## src/design/rtad_pkg.sv

```systemverilog
`default_nettype none

package rtad_pkg;

    // Table depth used when the top level is not given another value.
    localparam int unsigned REGION_COUNT_DEF = 16;

    // Fixed field widths of the item and result channels.
    localparam int unsigned OPCODE_W = 2;
    localparam int unsigned ADDR_W   = 32;
    localparam int unsigned BYTES_W  = 4;
    localparam int unsigned DATA_W   = 64;
    localparam int unsigned TAG_W    = 5;
    localparam int unsigned STATUS_W = 3;
    localparam int unsigned INDEX_W  = 4;

    // Operation codes carried by the opcode field.
    typedef enum logic [OPCODE_W-1:0] {
        OP_CLEAR = 2'd0,
        OP_ADD   = 2'd1,
        OP_READ  = 2'd2,
        OP_WRITE = 2'd3
    } t_opcode;

    // Status codes returned with every result.
    typedef enum logic [STATUS_W-1:0] {
        ST_HIT     = 3'd0,
        ST_MISS    = 3'd1,
        ST_ADDED   = 3'd2,
        ST_FULL    = 3'd3,
        ST_CLEARED = 3'd4
    } t_status;

    // One stored region.
    typedef struct packed {
        logic [ADDR_W-1:0] first;
        logic [ADDR_W-1:0] last;
        logic [ADDR_W-1:0] cmp_mask;
        logic [ADDR_W-1:0] offset_mask;
        logic [TAG_W-1:0]  tag;
    } t_region;

    // Outcome of comparing one access against one region.
    typedef struct packed {
        logic              hit;
        logic [ADDR_W-1:0] device_addr;
    } t_match;

    // One result item.
    typedef struct packed {
        t_status            status;
        logic [INDEX_W-1:0] region_index;
        logic [TAG_W-1:0]   region_tag;
        logic [ADDR_W-1:0]  device_addr;
        logic               is_write;
        logic [DATA_W-1:0]  data_out;
    } t_result;

endpackage

`default_nettype wire

```

## src/design/rtad_if.sv

```systemverilog
`default_nettype none

// Item channel: one operation with all of its operand fields.
interface rtad_in_if;
    logic                             valid;
    logic                             ready;
    logic [rtad_pkg::OPCODE_W-1:0]    opcode;
    logic [rtad_pkg::ADDR_W-1:0]      access_addr;
    logic [rtad_pkg::BYTES_W-1:0]     access_bytes;
    logic [rtad_pkg::DATA_W-1:0]      write_data;
    logic [rtad_pkg::ADDR_W-1:0]      new_first;
    logic [rtad_pkg::ADDR_W-1:0]      new_last;
    logic [rtad_pkg::ADDR_W-1:0]      new_range_mask;
    logic [rtad_pkg::ADDR_W-1:0]      new_offset_mask;
    logic [rtad_pkg::TAG_W-1:0]       new_tag;

    modport source (
        output valid, opcode, access_addr, access_bytes, write_data,
        output new_first, new_last, new_range_mask, new_offset_mask, new_tag,
        input  ready
    );

    modport sink (
        input  valid, opcode, access_addr, access_bytes, write_data,
        input  new_first, new_last, new_range_mask, new_offset_mask, new_tag,
        output ready
    );
endinterface

// Result channel: status and decode outcome of one operation.
interface rtad_out_if;
    logic                             valid;
    logic                             ready;
    logic [rtad_pkg::STATUS_W-1:0]    status;
    logic [rtad_pkg::INDEX_W-1:0]     region_index;
    logic [rtad_pkg::TAG_W-1:0]       region_tag;
    logic [rtad_pkg::ADDR_W-1:0]      device_addr;
    logic                             is_write;
    logic [rtad_pkg::DATA_W-1:0]      data_out;

    modport source (
        output valid, status, region_index, region_tag, device_addr, is_write,
        output data_out,
        input  ready
    );

    modport sink (
        input  valid, status, region_index, region_tag, device_addr, is_write,
        input  data_out,
        output ready
    );
endinterface

`default_nettype wire

```

## src/design/region_table_address_decoder.sv

```systemverilog
`default_nettype none

// Region table address decoder. Holds up to REGION_COUNT address regions and
// handles one item at a time: clear, add a region, or decode a read or write
// access. Each result moves from the result register to the output register
// once that is free; clear and add go there directly, while an access first
// scans the table, which sits in a memory with one read port, comparing the
// regions one per cycle, lowest index first, until the first one that matches.
// Input ready is high only while no item is in work and comes back as the
// result enters the output register, so a new item is taken while a result
// still waits in the output register. Table entries are not cleared at reset:
// the table count starts at zero.
module region_table_address_decoder #(
    parameter int unsigned REGION_COUNT = rtad_pkg::REGION_COUNT_DEF
) (
    input  wire logic       i_clk,
    input  wire logic       i_rst_n,
    rtad_in_if.sink         i_in,
    rtad_out_if.source      o_out
);

    localparam int unsigned IDX_W = (REGION_COUNT > 1) ? $clog2(REGION_COUNT) : 1;
    localparam int unsigned CNT_W = $clog2(REGION_COUNT + 1);
    localparam int unsigned OUT_IDX_W = rtad_pkg::INDEX_W;

    typedef enum logic [1:0] {
        S_IDLE,
        S_SCAN,
        S_DONE
    } t_state;

    t_state                         r_state, n_state;
    logic [CNT_W-1:0]               r_count, n_count;
    logic                           r_is_write, n_is_write;
    logic [rtad_pkg::ADDR_W-1:0]    r_addr, n_addr;
    logic [rtad_pkg::ADDR_W-1:0]    r_last_byte, n_last_byte;
    logic [rtad_pkg::DATA_W-1:0]    r_wdata, n_wdata;
    logic [CNT_W-1:0]               r_rd_idx, n_rd_idx;
    logic [IDX_W-1:0]               r_chk_idx, n_chk_idx;
    logic                           r_chk_vld, n_chk_vld;
    rtad_pkg::t_result              r_res, n_res;
    rtad_pkg::t_result              r_out, n_out;
    logic                           r_out_valid, n_out_valid;

    logic                           in_xfer;
    logic                           table_full;
    logic                           mem_wr_en;
    rtad_pkg::t_region              mem_wr_data;
    rtad_pkg::t_region              mem_rd_data;
    rtad_pkg::t_match               match;

    assign in_xfer    = i_in.valid && i_in.ready;
    assign table_full = (r_count >= CNT_W'(REGION_COUNT));

    // A new region is written into the next free slot at the add transfer.
    assign mem_wr_en = in_xfer && (i_in.opcode == rtad_pkg::OP_ADD) && !table_full;
    assign mem_wr_data.first       = i_in.new_first;
    assign mem_wr_data.last        = i_in.new_last;
    assign mem_wr_data.cmp_mask    = i_in.new_range_mask;
    assign mem_wr_data.offset_mask = i_in.new_offset_mask;
    assign mem_wr_data.tag         = i_in.new_tag;

    rtad_region_mem #(
        .REGION_COUNT (REGION_COUNT),
        .IDX_W        (IDX_W)
    ) u_mem (
        .i_clk     (i_clk),
        .i_wr_en   (mem_wr_en),
        .i_wr_addr (r_count[IDX_W-1:0]),
        .i_wr_data (mem_wr_data),
        .i_rd_addr (r_rd_idx[IDX_W-1:0]),
        .o_rd_data (mem_rd_data)
    );

    rtad_match u_match (
        .i_region    (mem_rd_data),
        .i_start     (r_addr),
        .i_last_byte (r_last_byte),
        .o_match     (match)
    );

    // Sequencer: take an item, scan the table for accesses, hand off the result.
    always_comb begin
        n_state     = r_state;
        n_count     = r_count;
        n_is_write  = r_is_write;
        n_addr      = r_addr;
        n_last_byte = r_last_byte;
        n_wdata     = r_wdata;
        n_rd_idx    = r_rd_idx;
        n_chk_idx   = r_chk_idx;
        n_chk_vld   = 1'b0;
        n_res       = r_res;
        n_out       = r_out;
        n_out_valid = r_out_valid && !o_out.ready;

        case (r_state)
            S_IDLE: begin
                if (in_xfer) begin
                    n_res = '0;
                    case (i_in.opcode)
                        rtad_pkg::OP_CLEAR: begin
                            n_count      = '0;
                            n_res.status = rtad_pkg::ST_CLEARED;
                            n_state      = S_DONE;
                        end
                        rtad_pkg::OP_ADD: begin
                            if (table_full) begin
                                n_res.status = rtad_pkg::ST_FULL;
                            end else begin
                                n_res.status       = rtad_pkg::ST_ADDED;
                                n_res.region_index = OUT_IDX_W'(r_count);
                                n_count            = r_count + CNT_W'(1);
                            end
                            n_state = S_DONE;
                        end
                        default: begin
                            // Read or write access: the last byte wraps at 32 bits.
                            n_is_write  = (i_in.opcode == rtad_pkg::OP_WRITE);
                            n_addr      = i_in.access_addr;
                            n_last_byte = i_in.access_addr
                                          + rtad_pkg::ADDR_W'(i_in.access_bytes)
                                          - rtad_pkg::ADDR_W'(1);
                            n_wdata     = i_in.write_data;
                            n_rd_idx    = '0;
                            n_state     = S_SCAN;
                        end
                    endcase
                end
            end

            S_SCAN: begin
                // Read address runs one entry ahead of the compare.
                if (r_rd_idx < r_count) begin
                    n_chk_vld = 1'b1;
                    n_chk_idx = r_rd_idx[IDX_W-1:0];
                    n_rd_idx  = r_rd_idx + CNT_W'(1);
                end
                if (r_chk_vld && match.hit) begin
                    n_chk_vld          = 1'b0;
                    n_res              = '0;
                    n_res.status       = rtad_pkg::ST_HIT;
                    n_res.region_index = OUT_IDX_W'(r_chk_idx);
                    n_res.region_tag   = mem_rd_data.tag;
                    n_res.device_addr  = match.device_addr;
                    n_res.is_write     = r_is_write;
                    n_res.data_out     = r_is_write ? r_wdata : '0;
                    n_state            = S_DONE;
                end else if (r_rd_idx >= r_count) begin
                    // Every stored region has been checked without a match.
                    n_chk_vld      = 1'b0;
                    n_res          = '0;
                    n_res.status   = rtad_pkg::ST_MISS;
                    n_res.is_write = r_is_write;
                    n_state        = S_DONE;
                end
            end

            S_DONE: begin
                if (!r_out_valid || o_out.ready) begin
                    n_out       = r_res;
                    n_out_valid = 1'b1;
                    n_state     = S_IDLE;
                end
            end

            default: begin
                n_state = S_IDLE;
            end
        endcase
    end

    // State and registered outputs.
    always_ff @(posedge i_clk) begin
        if (!i_rst_n) begin
            r_state     <= S_IDLE;
            r_count     <= '0;
            r_chk_vld   <= 1'b0;
            r_out_valid <= 1'b0;
        end else begin
            r_state     <= n_state;
            r_count     <= n_count;
            r_chk_vld   <= n_chk_vld;
            r_out_valid <= n_out_valid;
        end
        r_is_write  <= n_is_write;
        r_addr      <= n_addr;
        r_last_byte <= n_last_byte;
        r_wdata     <= n_wdata;
        r_rd_idx    <= n_rd_idx;
        r_chk_idx   <= n_chk_idx;
        r_res       <= n_res;
        r_out       <= n_out;
    end

    assign i_in.ready = (r_state == S_IDLE);

    assign o_out.valid        = r_out_valid;
    assign o_out.status       = r_out.status;
    assign o_out.region_index = r_out.region_index;
    assign o_out.region_tag   = r_out.region_tag;
    assign o_out.device_addr  = r_out.device_addr;
    assign o_out.is_write     = r_out.is_write;
    assign o_out.data_out     = r_out.data_out;

endmodule

`default_nettype wire

```

## src/design/rtad_region_mem.sv

```systemverilog
`default_nettype none

// Region storage: one write port, one read port with registered read data.
module rtad_region_mem #(
    parameter int unsigned REGION_COUNT = rtad_pkg::REGION_COUNT_DEF,
    parameter int unsigned IDX_W        = 4
) (
    input  wire logic                 i_clk,
    input  wire logic                 i_wr_en,
    input  wire logic [IDX_W-1:0]     i_wr_addr,
    input  wire rtad_pkg::t_region    i_wr_data,
    input  wire logic [IDX_W-1:0]     i_rd_addr,
    output rtad_pkg::t_region         o_rd_data
);

    rtad_pkg::t_region r_mem [REGION_COUNT];
    rtad_pkg::t_region r_rd_data;

    // Entries hold no reset value; only written entries are ever compared.
    always_ff @(posedge i_clk) begin
        if (i_wr_en) begin
            r_mem[i_wr_addr] <= i_wr_data;
        end
        r_rd_data <= r_mem[i_rd_addr];
    end

    assign o_rd_data = r_rd_data;

endmodule

`default_nettype wire

```

## src/design/rtad_match.sv

```systemverilog
`default_nettype none

// Compare unit shared by every step of the scan: one region against one access.
module rtad_match (
    input  wire rtad_pkg::t_region              i_region,
    input  wire logic [rtad_pkg::ADDR_W-1:0]    i_start,
    input  wire logic [rtad_pkg::ADDR_W-1:0]    i_last_byte,
    output rtad_pkg::t_match                    o_match
);

    logic [rtad_pkg::ADDR_W-1:0] start_masked;
    logic [rtad_pkg::ADDR_W-1:0] last_masked;

    // Both ends of the access are masked before the bounds check.
    assign start_masked = i_start & i_region.cmp_mask;
    assign last_masked  = i_last_byte & i_region.cmp_mask;

    assign o_match.hit = (start_masked >= i_region.first) &&
                         (last_masked <= i_region.last);
    assign o_match.device_addr = i_start & i_region.offset_mask;

endmodule

`default_nettype wire

```

## src/flat_wrapper.sv

```systemverilog
// flat-port wrapper written by rule: the top's interface ports become plain ports
module region_table_address_decoder_flat 
#(
    parameter int unsigned REGION_COUNT = rtad_pkg::REGION_COUNT_DEF
)
  (i_clk, i_rst_n, i_in_valid, i_in_opcode, i_in_access_addr, i_in_access_bytes, i_in_write_data, i_in_new_first, i_in_new_last, i_in_new_range_mask, i_in_new_offset_mask, i_in_new_tag, i_in_ready, o_out_valid, o_out_status, o_out_region_index, o_out_region_tag, o_out_device_addr, o_out_is_write, o_out_data_out, o_out_ready);
  rtad_in_if i_in_i ();
  rtad_out_if o_out_i ();
  input  wire logic i_clk;
  input  wire logic i_rst_n;
  input wire logic [$bits(i_in_i.valid)-1:0] i_in_valid;
  input wire logic [$bits(i_in_i.opcode)-1:0] i_in_opcode;
  input wire logic [$bits(i_in_i.access_addr)-1:0] i_in_access_addr;
  input wire logic [$bits(i_in_i.access_bytes)-1:0] i_in_access_bytes;
  input wire logic [$bits(i_in_i.write_data)-1:0] i_in_write_data;
  input wire logic [$bits(i_in_i.new_first)-1:0] i_in_new_first;
  input wire logic [$bits(i_in_i.new_last)-1:0] i_in_new_last;
  input wire logic [$bits(i_in_i.new_range_mask)-1:0] i_in_new_range_mask;
  input wire logic [$bits(i_in_i.new_offset_mask)-1:0] i_in_new_offset_mask;
  input wire logic [$bits(i_in_i.new_tag)-1:0] i_in_new_tag;
  output wire logic [$bits(i_in_i.ready)-1:0] i_in_ready;
  output wire logic [$bits(o_out_i.valid)-1:0] o_out_valid;
  output wire logic [$bits(o_out_i.status)-1:0] o_out_status;
  output wire logic [$bits(o_out_i.region_index)-1:0] o_out_region_index;
  output wire logic [$bits(o_out_i.region_tag)-1:0] o_out_region_tag;
  output wire logic [$bits(o_out_i.device_addr)-1:0] o_out_device_addr;
  output wire logic [$bits(o_out_i.is_write)-1:0] o_out_is_write;
  output wire logic [$bits(o_out_i.data_out)-1:0] o_out_data_out;
  input wire logic [$bits(o_out_i.ready)-1:0] o_out_ready;
  assign i_in_i.valid = i_in_valid;
  assign i_in_i.opcode = i_in_opcode;
  assign i_in_i.access_addr = i_in_access_addr;
  assign i_in_i.access_bytes = i_in_access_bytes;
  assign i_in_i.write_data = i_in_write_data;
  assign i_in_i.new_first = i_in_new_first;
  assign i_in_i.new_last = i_in_new_last;
  assign i_in_i.new_range_mask = i_in_new_range_mask;
  assign i_in_i.new_offset_mask = i_in_new_offset_mask;
  assign i_in_i.new_tag = i_in_new_tag;
  assign i_in_ready = i_in_i.ready;
  assign o_out_valid = o_out_i.valid;
  assign o_out_status = o_out_i.status;
  assign o_out_region_index = o_out_i.region_index;
  assign o_out_region_tag = o_out_i.region_tag;
  assign o_out_device_addr = o_out_i.device_addr;
  assign o_out_is_write = o_out_i.is_write;
  assign o_out_data_out = o_out_i.data_out;
  assign o_out_i.ready = o_out_ready;
  region_table_address_decoder #(.REGION_COUNT(REGION_COUNT)) u_core (.i_clk(i_clk), .i_rst_n(i_rst_n), .i_in(i_in_i), .o_out(o_out_i));
endmodule
```

## config.mk

```make
export PLATFORM = sky130hd
export DESIGN_NAME = region_table_address_decoder_flat
export DESIGN_NICKNAME = d
export VERILOG_FILES = /design/src/design/rtad_pkg.sv /design/src/design/rtad_if.sv /design/src/design/region_table_address_decoder.sv /design/src/design/rtad_region_mem.sv /design/src/design/rtad_match.sv /design/src/flat_wrapper.sv
export SDC_FILE = /design/constraint.sdc
export NUM_CORES = 2
export LEC_CHECK = 0
export BUFFER_PORTS_ARGS = -buffer_cell sky130_fd_sc_hd__buf_2
export CAP_MARGIN = 10
export CORE_MARGIN = 4
export CORE_UTILIZATION = 43
export CTS_CLUSTER_SIZE = 20
export DETAILED_ROUTE_END_ITERATION = 12
export PLACE_DENSITY = 0.56
export SLEW_MARGIN = 20
export SYNTH_ARGS = -nofsm -noshare
export SYNTH_HDL_FRONTEND = slang
export SYNTH_SLANG_ARGS = --single-unit
```

## constraint.sdc

```tcl
create_clock -name i_clk -period 14.58 [get_ports i_clk]
set_clock_uncertainty 0.2 [all_clocks]
set_input_delay 1.458 -clock i_clk [delete_from_list [all_inputs] [get_ports i_clk]]
set_output_delay 1.458 -clock i_clk [all_outputs]
set_load 0.005 [all_outputs]
```

==> results.yml <==
route:
  drc: 0
  wire_per_inst_um: 30.6
  wl_mm: 245
  viasPerCell: 5.63
  drt-pass1-iter-count: 5
  via_count: 45100
  drt_iter0_markers: 4411
  drtAntennaViolNets: 0
global_route:
  grt_start_max_net_pins: 134
  antenna_found_initial: 85
  globalRoute.totalOverflow: 0
  grtUsageTotal_pct: 20.7
  grt_pass1_wl_mm: 347
  grt_pass1_vias: 46200
timing:
  whs_ps: 182
  hold_viol_final: 0
  grt_setup_unrepaired: "false"
  max-slew-margin-rel_pct: 26.0
  finalCritPeriodShare_pct: 35.4
  fmax_mhz: 194
  setup_violations: 0
  maxSlewViolCount: 0
  worst_pin_slew_ps: 1110
  tns_ps: 0
  fin_crit_ps: 5160
critical_path:
  startpoint_type: "register"
  cp.arrival_ps: 5720
  worstSetupPathType: "reg -> reg"
  critical_path.max_fanout: 45
  crit_path_cell_trace: "buf_4 > buf_4 > buf_4 > buf_4 > mux4_2 > mux4_2"
  worst-r2r-cell-count: 6
  end_kind: "register"
  slowest_delay_ps: 800
  cp_slowest_cell: "buf_4"
  path_buf_inv: 4
  crit_family: "buffers and inverters"
  worst-path-stages: 6
  crit_required_ps: 15140
  cp_common_cell: "buf_4"
yosys:
  synth_area_per_cell_um2: 23.3
  muxShareOfSynthArea_pct: 15.3
  synth_top_family_by_area: "multiplexers"
  ys_seq_elements: 2626
  ys.flop_type: "edfxtp_1"
  synth.distinct_cells: 58
  async_reset_ff_share_pct: 0
  synth_edf_count: 2484
  mappedNetlistArea_um2: 98100
  netlist_instances: 4200
  synth_warnings: 0
  synth_compound_area_share_pct: 1.16
  synth_nets: 4548
  synth-simple-area-share_pct: 1.81
  yosysSeqAreaShare_pct: 79.0
  synth_xor_area_share_pct: 0.250
  synth_fa_ha_area_share_pct: 1.40
run:
  cap_violations: 0
clock_tree:
  cts_sinks: 2626
  insertion_delay_ps: 930
  path_clk_slew_ps: 60
  post_cts_buffers: 0
  postCtsHoldBufs: 0
  cts_buffers: 295
  cts_tree: "done"
  cts_buffer_depth: 4
  cts_resized: 0
  cts_root_buf: "clkbuf_16"
  htree_levels: 5
layout:
  final_core_util_pct: 49.8
  area.sequential_um2: 77400
  final_area_um2: 113000
  drive_gt1_share_pct: 30.7
  multi_input_area_um2: 19600
  layout.nets: 5111
  area_growth_pct: 15.4
  num-fill-cells: 17900
die:
  io_pins: 350
  fp.dieH_um: 486
  die_area_um2: 236000
  core_area_um2: 227000
  initial_core_util_pct: 43.2
  placementRows: 175
  die_w_um: 486
pwr:
  peakVddDrop_v: 0.0000836
  p_leak_uw: 0.0372
  p_total_uw: 16500
  power.density_nw_per_um2: 146
worst_hold_path:
  whs_path_depth: 0
  worstHoldPathType: "reg -> reg"
run_status:
  outcome: "complete, no violations"
placement:
  gp_congestion: 0.815
  portBuffers: 349
  dp_hpwl_mm: 136
  placed_cell_area_um2: 104000
[synth_stat cells (all sizes together), types with 8 or more instances]
cell	number	area share, %
a211oi	10	0.094
a21o	36	0.28
a21oi	45	0.23
and2	136	0.87
and3	34	0.22
buf	45	0.20
clkbuf	118	0.46
dfxtp	142	2.9
edfxtp	2484	76
ha	108	1.4
inv	124	0.47
mux4	665	15
nand2	32	0.12
nand3	10	0.051
nand4	14	0.089
nor2	51	0.20
nor2b	12	0.077
nor3	11	0.056
o21a	8	0.061
o21ai	25	0.13
xnor2	21	0.19
[state kept, by name, summed over array words and instances (netlist names)]
register and flops:
u_core.u_mem.r_mem 2128, u_core.u_mem.o_rd_data 133, u_core.r_res 109, u_core.o_out.data_out 64, u_core.r_wdata 64, u_core.o_out.device_addr 32, u_core.r_addr 32, u_core.r_last_byte 32
u_core.o_out.region_tag 5, u_core.r_count 5, u_core.r_rd_idx 5, u_core.o_out.region_index 4, u_core.r_chk_idx 4, u_core.o_out.status 3, u_core.r_state 2, u_core.o_out.is_write 1
u_core.o_out.valid 1, u_core.r_chk_vld 1, u_core.r_is_write 1
[path summary, 6_finish.rpt]
path | slack, ps | endpoint | start
worst max-delay path | 9420 | u_core.u_mem.o_rd_data[96]$_DFF_P_ | u_core.r_rd_idx[0]$_SDFFCE_PN0P_
worst min-delay path | 180 | u_core.o_out.data_out[28]$_DFFE_PP_ | u_core.r_res[28]$_SDFFCE_PN0P_
worst max register to register | 9420 | u_core.u_mem.o_rd_data[96]$_DFF_P_ | u_core.r_rd_idx[0]$_SDFFCE_PN0P_
worst min register to register | 180 | u_core.o_out.data_out[28]$_DFFE_PP_ | u_core.r_res[28]$_SDFFCE_PN0P_
[worst reg2reg max path, cell delays in order (launching register included)]
cell      delay, ps
edfxtp_1        740
buf_4           680
buf_4           770
buf_4           610
buf_4           830
mux4_2          730
mux4_2          470
[cells in the final DEF (no fill, tap or decap), types with 8 or more instances in the layout]
cell	synthesis	final
edfxtp_1	2484	2484
mux4_2	665	665
buf_2	21	349
clkbuf_16	0	301
dfxtp_1	142	142
and2_1	136	136
inv_1	124	124
ha_1	108	108
clkbuf_1	108	83
buf_4	0	67
a21oi_1	44	44
clkinv_2	0	41
nor2_1	51	38
a21o_1	36	36
and3_1	34	34
nand2_1	32	32
clkinv_1	0	27
o21ai_0	25	25
diode_2	0	23
bufinv_16	0	23
xnor2_1	21	21
clkbuf_8	0	21
nand4_1	14	14
nor2_4	0	13
buf_12	0	13
nor2b_1	12	11
nand3_1	10	10
a211oi_1	8	8
[through the flow]
step           worst slack, ps  std cells
2_1_floorplan             2440       4200
3_3_place_gp              8650       7475
4_1_cts                   9200       7989
6_report                  9420       8012
3_5_place_dp              8670       7475
5_1_grt                   8900       7997
[area by class of cell]
| class | instances | area share [%] |
|---|---|---|
| Multi-Input combinational cell | 1287 | 17.4 |
| Sequential cell | 2626 | 68.4 |
| Antenna cell | 23 | 0.0509 |
| Inverter | 124 | 0.411 |
| Timing Repair Buffer | 429 | 2.22 |
| Tap cell | 3009 | 3.33 |
| Clock inverter | 109 | 1.02 |
| Clock buffer | 405 | 7.19 |
[metal layers]
metal | track usage [%] | vias to the layer above | wire, um
li1 | - | 18700 | -
met1 | 28.9 | 24400 | 104000
met2 | 33.2 | 1523 | 118000
met3 | 4.27 | 421 | 16100
met4 | 5.94 | 28 | 6510
met5 | 0 | - | 193
[power by group]
group          leakage, uW  switching (uW)  internal (uW)
combinational      0.00894             492            372
clock              0.00454            2850           4300
sequential          0.0237            85.9           8390
[cell families (layout without fill, tap and decap cells)]
kind of cell,after synthesis,after routing
flops,2626,2626
mux,665,665
simple gates,319,319
buf+inv,287,1067
compound gates,166,166
fa+ha+maj,109,109
xor+xnor,28,28
other cells,0,23
(Power assumes the default switching activity.)
